File: src/rtl/lzss_stream_encoder_assert.svh
// assertion macros used by the lzss encoder datapath (lzss_dpath)
// expects clk and arst_n in the scope of each use
`ifndef LZSS_STREAM_ENCODER_ASSERT_SVH
`define LZSS_STREAM_ENCODER_ASSERT_SVH

// condition holds in the same cycle as the trigger
`define LZSS_ASSERT_NOW(name, pre, post, msg) \
	name: assert property (@(posedge clk) disable iff (!arst_n) (pre) |-> (post)) \
		else $error(msg);

// condition holds in the cycle after the trigger
`define LZSS_ASSERT_NEXT(name, pre, post, msg) \
	name: assert property (@(posedge clk) disable iff (!arst_n) (pre) |=> (post)) \
		else $error(msg);

`endif

File: src/rtl/lzss_pkg.sv
// shared types and constants of the lzss stream encoder
// used by lzss_ctrl, lzss_dpath and lzss_stream_encoder
package lzss_pkg;

	localparam logic [7:0] FILL_RESET    = 8'd32;
	localparam logic       REG_FILL_BYTE = 1'b0;
	localparam int         LIT_BITS      = 8;

	// commands from the controller to the datapath
	typedef struct packed {
		logic take;
		logic ld_start;
		logic ld_step;
		logic sc_step;
		logic build;
		logic emit;
		logic pad;
		logic close;
	} lzss_cmd_t;

	// status from the datapath to the controller
	typedef struct packed {
		logic tok_ready;
		logic flush;
		logic ld_last;
		logic sc_last;
		logic emit_end;
		logic out_free;
		logic bits_pending;
	} lzss_sts_t;

endpackage

File: src/rtl/lzss_ctrl.sv
// sequencing state machine of the lzss encoder
// depends on lzss_pkg command and status types
module lzss_ctrl import lzss_pkg::*; (
	input  logic      clk,
	input  logic      arst_n,
	input  logic      in_valid,
	output logic      in_stall,
	input  lzss_sts_t sts,
	output lzss_cmd_t cmd
);

	typedef enum logic [2:0] {
		ST_IDLE, ST_DECIDE, ST_LOAD, ST_SCAN, ST_DRAIN, ST_BUILD, ST_EMIT, ST_PAD
	} state_t;

	state_t state_q;
	state_t state_d;

	assign in_stall = (state_q != ST_IDLE);

	always_comb begin
		cmd = '0;
		state_d = state_q;
		unique case (state_q)
			ST_IDLE: begin
				if (in_valid) begin
					cmd.take = 1'b1;
					state_d = ST_DECIDE;
				end
			end
			ST_DECIDE: begin
				priority if (sts.tok_ready) begin
					cmd.ld_start = 1'b1;
					state_d = ST_LOAD;
				end else if (sts.flush && sts.bits_pending) begin
					state_d = ST_PAD;
				end else if (sts.flush) begin
					cmd.close = 1'b1;
					state_d = ST_IDLE;
				end else begin
					state_d = ST_IDLE;
				end
			end
			ST_LOAD: begin
				cmd.ld_step = 1'b1;
				if (sts.ld_last) state_d = ST_SCAN;
			end
			ST_SCAN: begin
				cmd.sc_step = 1'b1;
				if (sts.sc_last) state_d = ST_DRAIN;
			end
			ST_DRAIN: state_d = ST_BUILD;
			ST_BUILD: begin
				cmd.build = 1'b1;
				state_d = ST_EMIT;
			end
			ST_EMIT: begin
				cmd.emit = 1'b1;
				if (sts.emit_end) state_d = ST_DECIDE;
			end
			ST_PAD: begin
				cmd.pad = 1'b1;
				if (sts.out_free) begin
					cmd.close = 1'b1;
					state_d = ST_IDLE;
				end
			end
			default: state_d = ST_IDLE;
		endcase
	end

	always_ff @(posedge clk or negedge arst_n) begin
		if (!arst_n) begin
			state_q <= ST_IDLE;
		end else begin
			state_q <= state_d;
		end
	end

endmodule

File: config.mk
export PLATFORM = sky130hd
export DESIGN_NAME = lzss_ctrl
export DESIGN_NICKNAME = d
export VERILOG_FILES = /design/src/rtl/lzss_stream_encoder_assert.svh /design/src/rtl/lzss_pkg.sv /design/src/rtl/lzss_ctrl.sv
export SDC_FILE = /design/constraint.sdc
export NUM_CORES = 1
export LEC_CHECK = 0
export BUFFER_PORTS_ARGS = -buffer_cell sky130_fd_sc_hd__buf_2
export CORE_AREA = 2 2 39 41
export DETAILED_ROUTE_END_ITERATION = 12
export DIE_AREA = 0 0 41 43
export PLACE_DENSITY_LB_ADDON = 0.25
export SYNTH_ARGS = -nofsm -noshare
export SYNTH_HDL_FRONTEND = slang
export SYNTH_SLANG_ARGS = --single-unit
File: constraint.sdc
create_clock -name clk -period 2.2 [get_ports clk]
set_input_delay 0 -clock clk [delete_from_list [all_inputs] [get_ports clk]]
set_output_delay 0 -clock clk [all_outputs]
set_load 0.01 [all_outputs]
## Word level (Yosys, flattened, before mapping)

Index checks and enable logic that the tools add are counted.

| word-level totals | value |
|---|---|
| logic and storage cells | 39 |
| flip-flop bits (word level) | 3 |
| output and inout bits | 9 |
| input port bits | 10 |

| operators by class | value |
|---|---|
| reduce and logical (&&, ||, !) cells | 4 |
| mux-type cells | 22 |
| eq/ne operators | 12 |

Operator list:

| kind | count |
|---|---|
| $pmux W3 S8 | 1 |
| $mux W3 | 7 |
| $mux W1 | 13 |
| $eq A3 B3 Y1 const B | 4 |
| $ne A2 B2 Y1 const B | 5 |
| $eq A3 B2 Y1 const B | 2 |
| $reduce_and A5 Y1 | 1 |
| $eq A3 B1 Y1 const B | 1 |
| $logic_not A3 Y1 | 1 |
| $reduce_bool A3 Y1 | 1 |
| $pmux W1 S2 | 1 |
| $logic_and A1 B1 Y1 | 1 |

## Longest topological paths before layout

| logic depth | value |
|---|---|
| depth after elaboration | 4 |
| mapped depth | 5 |
| mapped depth without buffers | 4 |

## Least setup slack after synthesis

No wires, ideal clock.

| timing | value |
|---|---|
| path kind | register to register |
| from | register state_q[1] |
| to | register state_q[0] |
| required time | 2.075 ns |
| buffers on the path | 1 |
| stages on the path, launching flop included | 5 |
| period minus slack after synthesis | 1.638 ns |
| library setup time | 0.125 ns |
| arrival | 1.513 ns |
| slack | 0.562 ns |
| cells stage by stage | dfrtp_1 buf_6 or3_1 o2111ai_4 mux2_4 |

| on the way | value |
|---|---|
| word-level cells in the longest chain between the ends | 3 |
| elaborated cells between the ends (all ways) | 15 |
| those cells by class | eq/ne: 12; mux: 1; reduce/logical: 2 |

Ends and longest elaborated chain:

| what | RTL line | text |
|---|---|---|
| start: declaration | lzss_ctrl.sv:16 | `state_t state_q;` |
| start signal: assignment | lzss_ctrl.sv:76 | `state_q <= state_d;` |
| $eq A3 B2 Y1 (tied with other cells) | lzss_ctrl.sv:24 | `unique case (state_q)` |
| $ne A2 B2 Y1 (no source line) | - |  |
| $reduce_and A5 Y1 (no source line) | - |  |

Several ways; a longest one is shown, not always the timed one.
A chain may end at the register's enable or synchronous reset.

## Worst setup path after layout

Ends and elaborated chain as after synthesis.

==> run metrics <==
status=complete, no violations; max_cap viols=0; Final Skew=2.86 ps; DP HPWL=598 um; Max Root-Sink Buffers=2; Post-DRT Antenna Nets=0; DR pass1 iterations=4; min-delay worst type=in2async; mean number of vias per cell=4.91; Filler cells=160; largest net degree at the start of global routing=17; WP buf/inv=1; largest fanout on the critical path=10; Worst setup EP type=register; Syn Nets=48; register bit total from synthesis=3; Largest Register=state_q; TritonCTS Buffers=3; Core Rows=14; reported net switching power=275 uW; Critical Path AT=1870 ps; Compound-Gate Fraction of Synth Area=0.223; R2R Setup Slk=450 ps; Remaining Overflow, GRT=0; H-tree depth=1; first-pass GRT wire length=1390 um; kind of critical path=reg2reg; cell area after layout=453 um^2; 1st-iter DRT viols=5; RSZ-0062 raised after global routing=false; fin. max-slew vios=0; slew margin rel.=0.694; Final Core Density=0.327; xor/xnor share of the synthesized area=0; antenna violations before repair=0; Largest regs=state_q: 3 flops; final setup violating endpoints=0; Nets=69; sequential cell area fraction in the yosys report=0.231; CTS tree=built; Clk Latency, worst-skew pair=230 ps; drt drc=0; Vias=363; Die ar.=1760 um^2; Layout area overhead=39.2%; part of the power in combinational logic=0.527; peak supply drop=0.474 mV; Post-CTS Setup Repair Bufs=0; Final min period=1750 ps; clock slew at reported path FFs=40 ps; Largest register FFs=3; Yosys warnings=0; post-synth cell types=24; Placeable Area=1380 um^2; max incr delay on CP=550 ps; Post-Synth Simple-Gate Area=0.350; Die W=41 um; final number of hold-violating endpoints=0; mux cell area share after synthesis=0.108; routability cong.=0.782; TNS Setup=0 ps; Tightest Pin Transition=459 ps; antenna cells=0; wire per inst=11.6 um; area of the multi-input gates=221 um^2; Post-DP Area=417 um^2; Post-Route WL=861 um; adder-cell share of the synthesized area=0; Clock Power Share=0.164; I/O Buffers=18; CP startpoint kind=register; initial core utilization=0.235; Net Sw Frac=0.461; Mapped Cells=38; largest family of logic cells by synthesized area=simple AND/OR/NAND/NOR gates; Ports=19; vias in the first global route=321; Max Fclk=0.571 GHz; Register Area=75.1 um^2; Die Span Y=43 um; post-cts resize count=0; Data required, critical path=2310 ps; slowest CP cell=or4_4; root buf cell=clkbuf_4; Cell Chain, Critical Path=inv_4 -> or4_4 -> o2111ai_4 -> mux2_4; synthesized area=325 um^2; share of cells above drive strength 1=0.431; internal power=321 uW; overall routing resource usage=0.124; CP top delay family=simple AND/OR/NAND/NOR gates; CTS sink count=3; Mapped Avg Cell Area=8.56 um^2; Final Cycle Share=0.796; static leakage=0.000211 uW; Pwr Density=1320 nW/um^2; sequential share of power=0.309
## logic make-up after synthesis
| logic type | Yosys count |
|---|---|
| buffers and inverters | 5 |
| AOI/OAI and AO/OA | 8 |
| and+or+nand+nor | 19 |
| DFF | 3 |
| muxes | 3 |
## worst paths after layout
path                            start    endpoint  depth (start not counted)
min in group clk               sts[2]  state_q[2]                          4
min reg2reg                state_q[1]  state_q[1]                          2
max reg2reg                state_q[1]  state_q[0]                          4
max                        state_q[1]  state_q[0]                          4
min                            arst_n  state_q[1]                          2
max in group asynchronous      arst_n  state_q[2]                          2
## power groups by stage
| stage | combinational (uW) | sequential, uW | clock [uW] |
|---|---|---|---|
| finish | 314 | 184 | 97.5 |
| global route | 350 | 198 | 109 |
| CTS | 317 | 184 | 100 |
| detailed placement | 315 | 183 | 0 |
| global placement | 319 | 181 | 0 |
| floorplan | 312 | 111 | 0 |
## metrics by stage
| step | hold slack (ps) | instances | power (uW) | setup WS (ps) |
|---|---|---|---|---|
| CTS | 88.6 | 74 | 602 | 440 |
| detailed placement | -204 | 69 | 498 | 463 |
| finish | 87.4 | 74 | 596 | 448 |
| global route | 102 | 74 | 657 | 392 |
| floorplan | -296 | 38 | 422 | 562 |
| global placement | -199 | 69 | 500 | 492 |
## cells in the mapped netlist
| library cell | n | area share |
|---|---|---|
| mux2i_1 | 2 | 0.062 |
| nand2_1 | 3 | 0.035 |
| clkbuf_1 | 2 | 0.023 |
| or4_4 | 1 | 0.035 |
| o2111ai_4 | 1 | 0.081 |
| mux2_4 | 1 | 0.046 |
| nor3_1 | 1 | 0.015 |
| o21ai_1 | 1 | 0.015 |
| a31oi_1 | 1 | 0.019 |
| nor2b_1 | 1 | 0.019 |
| nand4b_1 | 1 | 0.027 |
| nor4bb_1 | 1 | 0.031 |
| nor4_1 | 1 | 0.019 |
| dfrtp_1 | 3 | 0.23 |
| o41ai_1 | 1 | 0.027 |
| a32oi_1 | 1 | 0.027 |
| buf_6 | 1 | 0.035 |
| nor2_1 | 5 | 0.058 |
| o31ai_1 | 1 | 0.023 |
| inv_1 | 1 | 0.012 |
| o21ai_0 | 2 | 0.031 |
| or3_1 | 1 | 0.019 |
| nor3b_1 | 4 | 0.092 |
| inv_4 | 1 | 0.019 |
## per-layer routing
layer  GRT usage  up-vias  wire [um]
met3      0.0157        4         58
met1       0.172      155        401
li1            -      186          -
met4       0.120        0         39
met5           0        -          0
met2       0.153       18        361
## timing repair
action,4_1_cts,5_1_grt
hold buffers,1,0
endpoints found under the setup margin,0,0
endpoints found under the hold margin,3,0
## cell usage in the layout, fill, tap and decap left out, types with 2 or more instances in the layout
master / Yosys / routed
buf_2: 0 / 18
nor2_1: 5 / 5
nor3b_1: 4 / 4
nand2_1: 3 / 3
clkbuf_4: 0 / 3
dfrtp_1: 3 / 3
mux2i_1: 2 / 2
o21ai_0: 2 / 2
## layout make-up
cell class | instances | area share
Sequential cell | 3 | 0.166
Inverter | 2 | 0.0221
Timing Repair Buffer | 19 | 0.221
Clock buffer | 4 | 0.0580
Multi-Input combinational cell | 30 | 0.489
Tap cell | 16 | 0.0442
Power figures use the tool's default switching activity.
